File: src/sv/rnsa_pkg.sv
// ----------------------------------------------------------------------------
// rnsa_pkg
// Shared types and constants of the rotation source address generator.
// ----------------------------------------------------------------------------
package rnsa_pkg;

    // Default geometry and fixed-point format
    localparam int MAX_DIM_DEF   = 4096;
    localparam int FRAC_BITS_DEF = 14;

    // Field widths
    localparam int COORD_IN_W = 12;
    localparam int TRIG_W     = 16;
    localparam int SHIFT_W    = 28;
    localparam int DIM_REG_W  = 13;
    localparam int IDX_W      = 24;

    // Configuration port
    localparam int CFG_IDX_W  = 4;
    localparam int CFG_DATA_W = 28;

    // Register index codes
    localparam logic [CFG_IDX_W-1:0] REG_COS_Q14     = 4'd0;
    localparam logic [CFG_IDX_W-1:0] REG_SIN_Q14     = 4'd1;
    localparam logic [CFG_IDX_W-1:0] REG_SHIFT_X     = 4'd2;
    localparam logic [CFG_IDX_W-1:0] REG_SHIFT_Y     = 4'd3;
    localparam logic [CFG_IDX_W-1:0] REG_SRC_WIDTH   = 4'd4;
    localparam logic [CFG_IDX_W-1:0] REG_SRC_HEIGHT  = 4'd5;
    localparam logic [CFG_IDX_W-1:0] REG_DEST_STRIDE = 4'd6;
    localparam logic [CFG_IDX_W-1:0] REG_DEST_BASE   = 4'd7;

    // Register reset values
    localparam logic signed [TRIG_W-1:0] COS_RESET     = 16'sd16384;
    localparam logic        [DIM_REG_W-1:0] DIM_RESET  = 13'd4096;

    // Pipeline depth: multiply, sum, truncate/compare, index
    localparam int NUM_STAGES = 4;

    typedef struct packed {
        logic signed [TRIG_W-1:0]  cos_q14;
        logic signed [TRIG_W-1:0]  sin_q14;
        logic signed [SHIFT_W-1:0] shift_x;
        logic signed [SHIFT_W-1:0] shift_y;
        logic [DIM_REG_W-1:0]      img_width;
        logic [DIM_REG_W-1:0]      img_height;
        logic [DIM_REG_W-1:0]      dest_stride;
        logic [IDX_W-1:0]          dest_base;
    } cfg_t;

    typedef struct packed {
        logic [NUM_STAGES-1:0] load;
    } pipe_ctrl_t;

endpackage

File: src/sv/rnsa_cfg.sv
// ----------------------------------------------------------------------------
// rnsa_cfg
// Configuration register file; writes to unknown indexes are dropped.
// ----------------------------------------------------------------------------
module rnsa_cfg (
    input  logic                        aclk,
    input  logic                        aresetn,
    input  logic                        cfg_valid,
    output logic                        cfg_ready,
    input  logic [rnsa_pkg::CFG_IDX_W-1:0]  cfg_index,
    input  logic [rnsa_pkg::CFG_DATA_W-1:0] cfg_data,
    output rnsa_pkg::cfg_t              cfg
);
    import rnsa_pkg::*;

    cfg_t cfg_reg;
    cfg_t cfg_next;

    // Always take a configuration beat
    assign cfg_ready = 1'b1;
    assign cfg       = cfg_reg;

    // Decode the register index
    always_comb begin
        cfg_next = cfg_reg;
        if (cfg_valid) begin
            unique case (cfg_index)
                REG_COS_Q14:     cfg_next.cos_q14     = signed'(cfg_data[TRIG_W-1:0]);
                REG_SIN_Q14:     cfg_next.sin_q14     = signed'(cfg_data[TRIG_W-1:0]);
                REG_SHIFT_X:     cfg_next.shift_x     = signed'(cfg_data[SHIFT_W-1:0]);
                REG_SHIFT_Y:     cfg_next.shift_y     = signed'(cfg_data[SHIFT_W-1:0]);
                REG_SRC_WIDTH:   cfg_next.img_width   = cfg_data[DIM_REG_W-1:0];
                REG_SRC_HEIGHT:  cfg_next.img_height  = cfg_data[DIM_REG_W-1:0];
                REG_DEST_STRIDE: cfg_next.dest_stride = cfg_data[DIM_REG_W-1:0];
                REG_DEST_BASE:   cfg_next.dest_base   = cfg_data[IDX_W-1:0];
                default:         cfg_next             = cfg_reg;
            endcase
        end
    end

    always_ff @(posedge aclk) begin
        if (!aresetn) begin
            cfg_reg.cos_q14     <= COS_RESET;
            cfg_reg.sin_q14     <= '0;
            cfg_reg.shift_x     <= '0;
            cfg_reg.shift_y     <= '0;
            cfg_reg.img_width   <= DIM_RESET;
            cfg_reg.img_height  <= DIM_RESET;
            cfg_reg.dest_stride <= DIM_RESET;
            cfg_reg.dest_base   <= '0;
        end else begin
            cfg_reg <= cfg_next;
        end
    end

endmodule

File: src/sv/rnsa_ctrl.sv
// ----------------------------------------------------------------------------
// rnsa_ctrl
// Valid bits and load enables of the datapath stages, with stall backpressure.
// ----------------------------------------------------------------------------
module rnsa_ctrl (
    input  logic                 aclk,
    input  logic                 aresetn,
    input  logic                 s_valid,
    output logic                 s_ready,
    output logic                 m_valid,
    input  logic                 m_ready,
    output rnsa_pkg::pipe_ctrl_t ctrl
);
    import rnsa_pkg::*;

    logic [NUM_STAGES-1:0] valid_reg;
    logic [NUM_STAGES-1:0] valid_next;
    logic [NUM_STAGES:0]   stage_ready;
    logic [NUM_STAGES-1:0] valid_in;

    // A stage takes a beat when it is empty or its content moves on
    always_comb begin
        stage_ready[NUM_STAGES] = m_ready;
        for (int k = NUM_STAGES - 1; k >= 0; k--) begin
            stage_ready[k] = !valid_reg[k] || stage_ready[k+1];
        end
    end

    // Advance valid bits along with the data
    always_comb begin
        valid_in = {valid_reg[NUM_STAGES-2:0], s_valid};
        for (int k = 0; k < NUM_STAGES; k++) begin
            valid_next[k]    = stage_ready[k] ? valid_in[k] : valid_reg[k];
            ctrl.load[k]     = stage_ready[k] && valid_in[k];
        end
    end

    always_ff @(posedge aclk) begin
        if (!aresetn) begin
            valid_reg <= '0;
        end else begin
            valid_reg <= valid_next;
        end
    end

    assign s_ready = stage_ready[0];
    assign m_valid = valid_reg[NUM_STAGES-1];

    // An accepted beat always lands in the first stage
    a_accept_lands: assert property (@(posedge aclk) disable iff (!aresetn)
        s_valid && s_ready |=> valid_reg[0])
        else $error("accepted beat missing from first stage");

    // An empty output stage lets the whole pipe move
    a_empty_out_ready: assert property (@(posedge aclk) disable iff (!aresetn)
        !m_valid |-> s_ready)
        else $error("input held off with empty output stage");

    // A full pipe under stall holds every beat
    a_full_stall_holds: assert property (@(posedge aclk) disable iff (!aresetn)
        (&valid_reg) && !m_ready |=> (&valid_reg))
        else $error("beat lost while stalled");

endmodule

File: src/sv/rnsa_datapath.sv
// ----------------------------------------------------------------------------
// rnsa_datapath
// Four-stage inverse mapping: products, sums, truncation with bounds check,
// and source index.
// ----------------------------------------------------------------------------
module rnsa_datapath #(
    parameter int MAX_DIM   = rnsa_pkg::MAX_DIM_DEF,
    parameter int FRAC_BITS = rnsa_pkg::FRAC_BITS_DEF
) (
    input  logic                              aclk,
    input  rnsa_pkg::pipe_ctrl_t              ctrl,
    input  rnsa_pkg::cfg_t                    cfg,
    input  logic [rnsa_pkg::COORD_IN_W-1:0]   in_row,
    input  logic [rnsa_pkg::COORD_IN_W-1:0]   in_col,
    output logic                              out_inside,
    output logic [rnsa_pkg::IDX_W-1:0]        out_src_index,
    output logic [rnsa_pkg::IDX_W-1:0]        out_dst_index
);
    import rnsa_pkg::*;

    // Product of a 12-bit coordinate and a 16-bit signed coefficient
    localparam int PROD1_W = COORD_IN_W + TRIG_W + 1;
    // Two products plus a shift term
    localparam int SUM_W   = PROD1_W + 2;
    localparam int COORD_W = SUM_W - FRAC_BITS;
    localparam int DIM_W   = $clog2(MAX_DIM + 1);
    localparam int ROWS_W  = COORD_IN_W + DIM_REG_W;
    localparam int SRC_W   = 2 * DIM_W + 1;
    localparam logic [SUM_W-1:0] TRUNC_BIAS = SUM_W'((1 << FRAC_BITS) - 1);

    // Saturated source size
    logic [DIM_W-1:0] w_sat;
    logic [DIM_W-1:0] h_sat;

    always_comb begin
        w_sat = (32'(cfg.img_width) > 32'(MAX_DIM)) ? DIM_W'(MAX_DIM)
                                                    : DIM_W'(cfg.img_width);
        h_sat = (32'(cfg.img_height) > 32'(MAX_DIM)) ? DIM_W'(MAX_DIM)
                                                     : DIM_W'(cfg.img_height);
    end

    // ---- Stage 1: products ----
    logic signed [PROD1_W-1:0] row_m;
    logic signed [PROD1_W-1:0] col_m;
    logic signed [PROD1_W-1:0] cos_m;
    logic signed [PROD1_W-1:0] sin_m;
    logic        [ROWS_W-1:0]  row_u;
    logic        [ROWS_W-1:0]  stride_u;

    logic signed [PROD1_W-1:0] col_cos_reg, row_sin_reg, row_cos_reg, col_sin_reg;
    logic signed [PROD1_W-1:0] col_cos_next, row_sin_next, row_cos_next, col_sin_next;
    logic [IDX_W-1:0]          row_off_reg, row_off_next;
    logic [COORD_IN_W-1:0]     col1_reg;

    always_comb begin
        row_m        = PROD1_W'(signed'({1'b0, in_row}));
        col_m        = PROD1_W'(signed'({1'b0, in_col}));
        cos_m        = PROD1_W'(cfg.cos_q14);
        sin_m        = PROD1_W'(cfg.sin_q14);
        row_u        = ROWS_W'(in_row);
        stride_u     = ROWS_W'(cfg.dest_stride);
        col_cos_next = col_m * cos_m;
        row_sin_next = row_m * sin_m;
        row_cos_next = row_m * cos_m;
        col_sin_next = col_m * sin_m;
        row_off_next = IDX_W'(row_u * stride_u);
    end

    always_ff @(posedge aclk) begin
        if (ctrl.load[0]) begin
            col_cos_reg <= col_cos_next;
            row_sin_reg <= row_sin_next;
            row_cos_reg <= row_cos_next;
            col_sin_reg <= col_sin_next;
            row_off_reg <= row_off_next;
            col1_reg    <= in_col;
        end
    end

    // ---- Stage 2: sums ----
    logic signed [SUM_W-1:0] fx_reg, fx_next;
    logic signed [SUM_W-1:0] fy_reg, fy_next;
    logic [IDX_W-1:0]        dst2_reg, dst2_next;

    always_comb begin
        fx_next   = SUM_W'(col_cos_reg) + SUM_W'(row_sin_reg) + SUM_W'(cfg.shift_x);
        fy_next   = SUM_W'(row_cos_reg) - SUM_W'(col_sin_reg) + SUM_W'(cfg.shift_y);
        dst2_next = cfg.dest_base + row_off_reg + IDX_W'(col1_reg);
    end

    always_ff @(posedge aclk) begin
        if (ctrl.load[1]) begin
            fx_reg   <= fx_next;
            fy_reg   <= fy_next;
            dst2_reg <= dst2_next;
        end
    end

    // ---- Stage 3: truncate toward zero and check bounds ----
    logic [SUM_W-1:0]   fx_b;
    logic [SUM_W-1:0]   fy_b;
    logic [COORD_W-1:0] x_c;
    logic [COORD_W-1:0] y_c;
    logic               inside3_next;
    logic               inside3_reg;
    logic [DIM_W-1:0]   x3_reg;
    logic [DIM_W-1:0]   y3_reg;
    logic [IDX_W-1:0]   dst3_reg;

    always_comb begin
        // Bias negative values so the shift rounds toward zero
        fx_b = fx_reg + (fx_reg[SUM_W-1] ? TRUNC_BIAS : '0);
        fy_b = fy_reg + (fy_reg[SUM_W-1] ? TRUNC_BIAS : '0);
        x_c  = fx_b[SUM_W-1:FRAC_BITS];
        y_c  = fy_b[SUM_W-1:FRAC_BITS];
        inside3_next = !x_c[COORD_W-1] && (32'(x_c) < 32'(w_sat))
                    && !y_c[COORD_W-1] && (32'(y_c) < 32'(h_sat));
    end

    always_ff @(posedge aclk) begin
        if (ctrl.load[2]) begin
            inside3_reg <= inside3_next;
            x3_reg      <= DIM_W'(x_c);
            y3_reg      <= DIM_W'(y_c);
            dst3_reg    <= dst2_reg;
        end
    end

    // ---- Stage 4: source index ----
    logic [SRC_W-1:0] src_full;
    logic [IDX_W-1:0] src4_next;
    logic             inside4_reg;
    logic [IDX_W-1:0] src4_reg;
    logic [IDX_W-1:0] dst4_reg;

    always_comb begin
        src_full  = SRC_W'(y3_reg) * SRC_W'(w_sat) + SRC_W'(x3_reg);
        src4_next = inside3_reg ? IDX_W'(src_full) : '0;
    end

    always_ff @(posedge aclk) begin
        if (ctrl.load[3]) begin
            inside4_reg <= inside3_reg;
            src4_reg    <= src4_next;
            dst4_reg    <= dst3_reg;
        end
    end

    assign out_inside    = inside4_reg;
    assign out_src_index = src4_reg;
    assign out_dst_index = dst4_reg;

endmodule

File: src/sv/rotate_nearest_source_address_core.sv
// ----------------------------------------------------------------------------
// rotate_nearest_source_address_core
// Inverse-maps destination pixel positions into a rotated source image and
// returns the source and destination pixel indexes.
//
//   Channel  Handshake           Payload
//   s_       s_valid / s_ready   s_dst_row, s_dst_col
//   m_       m_valid / m_ready   m_inside_res, m_src_index, m_dst_index
//   cfg_     cfg_valid/cfg_ready cfg_index, cfg_data
//
// One beat per cycle while m_ready does not stall; four datapath stages
// (products, sums, truncation and bounds check, source index multiply).
// Reset (aresetn low, synchronous) empties the pipe and loads register
// defaults. A stall on m_ready holds every stage that cannot move; bubbles
// still close up, so the input keeps taking beats until the pipe is full.
// Configuration writes are registered and are taken at any time.
// ----------------------------------------------------------------------------
module rotate_nearest_source_address_core #(
    parameter int MAX_DIM   = rnsa_pkg::MAX_DIM_DEF,
    parameter int FRAC_BITS = rnsa_pkg::FRAC_BITS_DEF
) (
    input  logic                              aclk,
    input  logic                              aresetn,
    // Destination position
    input  logic                              s_valid,
    output logic                              s_ready,
    input  logic [rnsa_pkg::COORD_IN_W-1:0]   s_dst_row,
    input  logic [rnsa_pkg::COORD_IN_W-1:0]   s_dst_col,
    // Address result
    output logic                              m_valid,
    input  logic                              m_ready,
    output logic                              m_inside_res,
    output logic [rnsa_pkg::IDX_W-1:0]        m_src_index,
    output logic [rnsa_pkg::IDX_W-1:0]        m_dst_index,
    // Register writes
    input  logic                              cfg_valid,
    output logic                              cfg_ready,
    input  logic [rnsa_pkg::CFG_IDX_W-1:0]    cfg_index,
    input  logic [rnsa_pkg::CFG_DATA_W-1:0]   cfg_data
);
    import rnsa_pkg::*;

    cfg_t       cfg;
    pipe_ctrl_t ctrl;

    // Register file
    rnsa_cfg u_cfg (
        .aclk      (aclk),
        .aresetn   (aresetn),
        .cfg_valid (cfg_valid),
        .cfg_ready (cfg_ready),
        .cfg_index (cfg_index),
        .cfg_data  (cfg_data),
        .cfg       (cfg)
    );

    // Stage valid bits and backpressure
    rnsa_ctrl u_ctrl (
        .aclk    (aclk),
        .aresetn (aresetn),
        .s_valid (s_valid),
        .s_ready (s_ready),
        .m_valid (m_valid),
        .m_ready (m_ready),
        .ctrl    (ctrl)
    );

    // Address arithmetic
    rnsa_datapath #(
        .MAX_DIM   (MAX_DIM),
        .FRAC_BITS (FRAC_BITS)
    ) u_datapath (
        .aclk          (aclk),
        .ctrl          (ctrl),
        .cfg           (cfg),
        .in_row        (s_dst_row),
        .in_col        (s_dst_col),
        .out_inside    (m_inside_res),
        .out_src_index (m_src_index),
        .out_dst_index (m_dst_index)
    );

    // A fill-color result never carries a source index
    a_outside_zero: assert property (@(posedge aclk) disable iff (!aresetn)
        m_valid && !m_inside_res |-> m_src_index == '0)
        else $error("outside beat with nonzero source index");

endmodule
File: config.mk
export PLATFORM = sky130hd
export DESIGN_NAME = rotate_nearest_source_address_core
export DESIGN_NICKNAME = d
export VERILOG_FILES = /design/src/sv/rnsa_pkg.sv /design/src/sv/rnsa_cfg.sv /design/src/sv/rnsa_ctrl.sv /design/src/sv/rnsa_datapath.sv /design/src/sv/rotate_nearest_source_address_core.sv
export SDC_FILE = /design/constraint.sdc
export NUM_CORES = 2
export LEC_CHECK = 0
export BUFFER_PORTS_ARGS = -buffer_cell sky130_fd_sc_hd__buf_2
export CAP_MARGIN = 20
export CORE_ASPECT_RATIO = 1.4
export CORE_UTILIZATION = 35
export DETAILED_ROUTE_END_ITERATION = 6
export PLACE_DENSITY_LB_ADDON = 0.25
export SKIP_LAST_GASP = 1
export SYNTH_ARGS = -nofsm -noshare
export SYNTH_HDL_FRONTEND = slang
export SYNTH_HIERARCHICAL = 1
export SYNTH_SLANG_ARGS = --single-unit
File: constraint.sdc
create_clock -name aclk -period 17.76 [get_ports aclk]
set_clock_uncertainty 0.05 [all_clocks]
set_input_delay 0.888 -clock aclk [delete_from_list [all_inputs] [get_ports aclk]]
set_output_delay 0.888 -clock aclk [all_outputs]
set_load 0.005 [all_outputs]
# After elaboration in Yosys (flattened, before gate mapping)
# Index checks and enable logic that the tools add are counted.
# W data, S select, Z words.
# op_classes
add_sub_neg,9
mul,6
order_cmp,4
n_eq_ne,7
mux,4
reduce_logical,26
# ops
op,n
$mul A13 B16 Y29,4
$add A30 B28 Y31,2
$add A31 B31 Y31,2
$lt A17 B13 Y1,2
$add A29 B29 Y30,1
$sub A29 B29 Y30,1
$mux W14,2
$gt A13 B13 Y1 const B,2
$mux W13,2
$add A24 B12 Y24,1
$add A24 B13 Y24,1
$add A24 B24 Y24,1
$mul A12 B13 Y24,1
$mul A13 B13 Y24,1
$eq A4 B3 Y1 const B,4
$reduce_and A2 Y1,8
$eq A4 B2 Y1 const B,2
$logic_and A1 B1 Y1,7
$logic_not A1 Y1,6
$eq A4 B1 Y1 const B,1
$logic_not A4 Y1,1
$logic_or A1 B1 Y1,4
# word_totals
reg_bits,493
inputBits,61
out_inout_bits,52

# Longest topological paths before layout
# depth
word_depth,6
depth_mapped,25
mapped_depth_nobuf,24

# Modules after synthesis
# The synthesis kept the hierarchy.
# by_module_without_submodules
module,n_inst,cells_each,area_per_inst_um2,seq_area_each_um2
rnsa_datapath,1,5731,56669.4,10149.7
rnsa_cfg,1,532,5622.9,3022.9
rnsa_ctrl,1,17,176.4,80.1

# Worst setup path after synthesis
# Ideal clock, no wire load.
# synth_timing
path_kind,input -> register
start,in m_ready
end,reg u_datapath.col1_reg[0] (enable)
setup_time_ps,898
t_arrival_ps,12067
required_ps,16812
setup_slack_ps,4745
cell_stages,2
n_path_buf,0
cell_sequence,and4b_4 a21boi_0
# synth_rtl
element,line_no,source
from (decl),rotate_nearest_source_address_core.sv:31,"input logic m_ready,"
to (signal assigned),rnsa_datapath.sv:76,col1_reg <= in_col;
to (decl),rnsa_datapath.sv:53,logic [COORD_IN_W-1:0] col1_reg;

# Worst setup path in the final report
# layout_timing
start,reg u_cfg.cfg_reg (netlist bit u_cfg/cfg[62])
end,"reg u_datapath.src4_reg[22] (netlist: u_datapath/out_src_index[22]), data pin"
# layout_via
elab_chain_cells,4
# layout_lines
element,line_no,source
from (decl),rnsa_cfg.sv:16,cfg_t cfg_reg;
from (signal assigned),rnsa_cfg.sv:52,cfg_reg <= cfg_next;
$gt A13 B13 Y1,rnsa_datapath.sv:36,w_sat = (32'(cfg.img_width) > 32'(MAX_DIM)) ? DIM_W'(MAX_DIM)
$mux W13 *,rnsa_datapath.sv:36,
$mul A13 B13 Y24 *,rnsa_datapath.sv:137,src_full = SRC_W'(y3_reg) * SRC_W'(w_sat) + SRC_W'(x3_reg);
$add A24 B13 Y24 *,rnsa_datapath.sv:137,
to (signal assigned),rnsa_datapath.sv:144,src4_reg <= src4_next;
to (decl),rnsa_datapath.sv:133,logic [IDX_W-1:0] src4_reg;
# Every way passes the cells marked *; elsewhere a longest branch is shown, timed or not.
# A chain may end at the register's enable or synchronous reset.

==> metrics.yaml <==
status:
  outcome: "complete, no violations"
worst_setup_path:
  cp-startpoint: "u_cfg/cfg[62]"
  reg2reg_from: "u_cfg/cfg[62]"
  path_delay_family: "adder cells"
  crit_type: "reg -> reg"
  path_common_cell: "fa_1"
  cp-end-kind: "flop"
  cp-start-kind: "flop"
  critPathMaxStageDelay_ns: 0.91
  slowest_stage: "nor2b_1"
  crit_buf_inv: 3
  path_cells: "nor2b_1 -> nand2_1 -> fa_1 -> fa_1 -> fa_1 -> inv_1 -> fa_1 -> fa_1 -> inv_1 -> fa_1 -> inv_1 -> ha_1 -> o21ai_0 -> nor2_1 -> o21a_1 -> a21oi_1 -> a21o_1 -> o2111ai_1 -> a21oi_1 -> xnor2_1 -> and2_1"
  cp.required_ns: 18.12
  crit_arrival_ns: 7.70
  cp_max_fo: 27
global_route:
  grt_max_degree: 72
  grt_overflow_total: 0
  grt_pass1_wl_mm: 266
  antenna_found_initial: 20
  grt_pass1_vias: 46200
  grtUsageTotal: 0.193
finish:
  final_util: 0.379
  design_area_um2: 67200
  drive_above_1_share: 0.0483
  nNetsFinal: 7900
  final_cells: 8632
  syn_to_final_growth_pct: 7.60
  largest_reg_flops: 151
synthesis:
  yosysWarnings: 6
  synth-edff-count: 338
  yosysTopAreaCellShare: 0.328
  netlist_area_um2: 62500
  synth_ff_type: "edfxtp_1"
  synth_cells: 6280
  synth.area.top_cells: "fa_1 (33%), edfxtp_1 (16%), ha_1 (11%), inv_1 (7.5%), and2_1 (5.7%)"
  yosysSeqAreaShare: 0.212
  post-synth-top-count-cell: "inv_1"
  avgSynthCellArea_um2: 9.95
  synth.distinct_cells: 96
  synth_commonest_cells: "inv_1 (1242), fa_1 (1022), nand2_1 (827)"
  synth_fp_nets: 7913
  async_reset_ff_frac: 0
  yosys.area.top_type: "fa_1"
  ys_ff_latch: 493
timing:
  min_period_over_period: 0.414
  rsz0062_at_grt: "false"
  period_minus_slack_ns: 7.34
  slew_headroom: 0.235
  fin_tns_setup_ns: 0
  hold_viol_final: 0
  fmax_mhz: 136
  setup_viol: 0
  worst_pin_slew_ns: 1.14
  slew_violations: 0
job:
  max-cap-violations: 0
power_and_ir_drop:
  power_per_cell_area_nw_per_um2: 50.5
  ir_drop_mv: 0.0933
  leakage_nw: 31.8
die:
  row_count: 183
  pin_count: 113
  die_h_um: 502
  coreArea_um2: 177000
  die-area_um2: 180000
  start_util: 0.352
  fp.dieW_um: 359
cts:
  post_cts_resized: 0
  insertion_delay_ns: 0.67
  cts-buffers-inserted: 53
  post-cts-setup-buffers: 0
  clk_path_buf_depth: 3
  path_clk_slew_ns: 0.06
  htreeDepth: 2
  cts.sinks: 493
  cts_root_buf: "clkbuf_16"
  cts_hold_buf: 0
  cts_tree: "yes"
min_path:
  hp-class: "reg -> reg"
  min-delay-start: "u_datapath/dst3_reg[4]"
routing:
  dr.pass1.iters: 5
  wirelength_mm: 172
  ant_nets: 0
  viasPerCell: 4.92
  drc: 0
  vias: 42500
  drtIter0Drc: 2053
  wire_per_inst_um: 19.9
placement:
  place_area_um2: 65400
  place_congestion: 0.914
  io_buffers: 111
  hpwl_mm: 134
  dp_cells: 8523
==> metrics by stage <==
| stage | setup slack [ns] | hold WS (ns) | power (mW) |
|---|---|---|---|
| after floorplan | 4.74 | 0.350 | 1.98 |
| after global placement | 10.46 | 0.352 | 2.22 |
| after detailed placement | 10.41 | 0.355 | 2.24 |
| after CTS | 10.40 | 0.369 | 3.44 |
| after global routing | 10.07 | 0.370 | 3.57 |
| final | 10.42 | 0.368 | 3.39 |
==> final cells by class <==
cell class | count | area, um2
Clock buffer | 68 | 1470
Sequential cell | 493 | 13300
Timing Repair Buffer | 180 | 1080
Multi-Input combinational cell | 4297 | 43500
Clock inverter | 32 | 335
Tap cell | 2312 | 2890
Fill cell | 17600 | 110000
Inverter | 1242 | 4660
Antenna cell | 8 | 20.0
==> final timing paths <==
check                                      end  slack, ns  cells after the start
setup / recovery  u_datapath/out_src_index[22]      10.42                     21
hold / removal     u_datapath/out_dst_index[4]       0.37                      0
setup reg to reg  u_datapath/out_src_index[22]      10.42                     21
hold reg to reg    u_datapath/out_dst_index[4]       0.37                      0
==> power breakdown <==
part           switching (mW)  internal, mW
logic                   0.496         0.315
registers              0.0690          1.33
clock network           0.529         0.652
total                    1.09          2.30
==> logic make-up (layout without fill, tap and decap cells) <==
| group | Yosys count | after routing | share of synthesized area |
|---|---|---|---|
| AOI/OAI and AO/OA | 546 | 546 | 0.0581 |
| xor gates and xnor gates | 251 | 251 | 0.0352 |
| adders and majority gates | 1572 | 1572 | 0.438 |
| buffers and inverters | 1490 | 1522 | 0.0920 |
| DFF | 493 | 493 | 0.212 |
| muxes | 151 | 151 | 0.0242 |
| other | 1 | 9 | 0.0000600 |
| and+or+nand+nor | 1776 | 1776 | 0.141 |
==> layer usage <==
metal  up-vias  GRT usage  routed length (um)
li1      19500          -                   -
met1     21700      0.217               66900
met2       940      0.367               90900
met3       323     0.0230                6750
met4        22     0.0785                7140
met5         -          0                 145
==> cell usage in the layout, fill, tap and decap left out, types with 36 or more instances in the layout <==
cell type / netlist / routed
nand2_1: 827 / 827
xor2_1: 54 / 54
nor2b_1: 43 / 40
nand3_1: 51 / 51
nor3_1: 38 / 38
ha_1: 550 / 550
xnor2_1: 197 / 197
a21oi_1: 165 / 165
a21o_1: 77 / 77
buf_2: 5 / 110
edfxtp_1: 338 / 338
o21a_1: 36 / 36
buf_4: 6 / 69
nor2_1: 108 / 108
inv_1: 1242 / 1242
dfxtp_1: 155 / 154
fa_1: 1022 / 1022
clkbuf_16: 0 / 56
mux2i_1: 151 / 151
and2_1: 574 / 574
o21ai_0: 79 / 79
No activity file was read; power rests on OpenSTA's default activity.
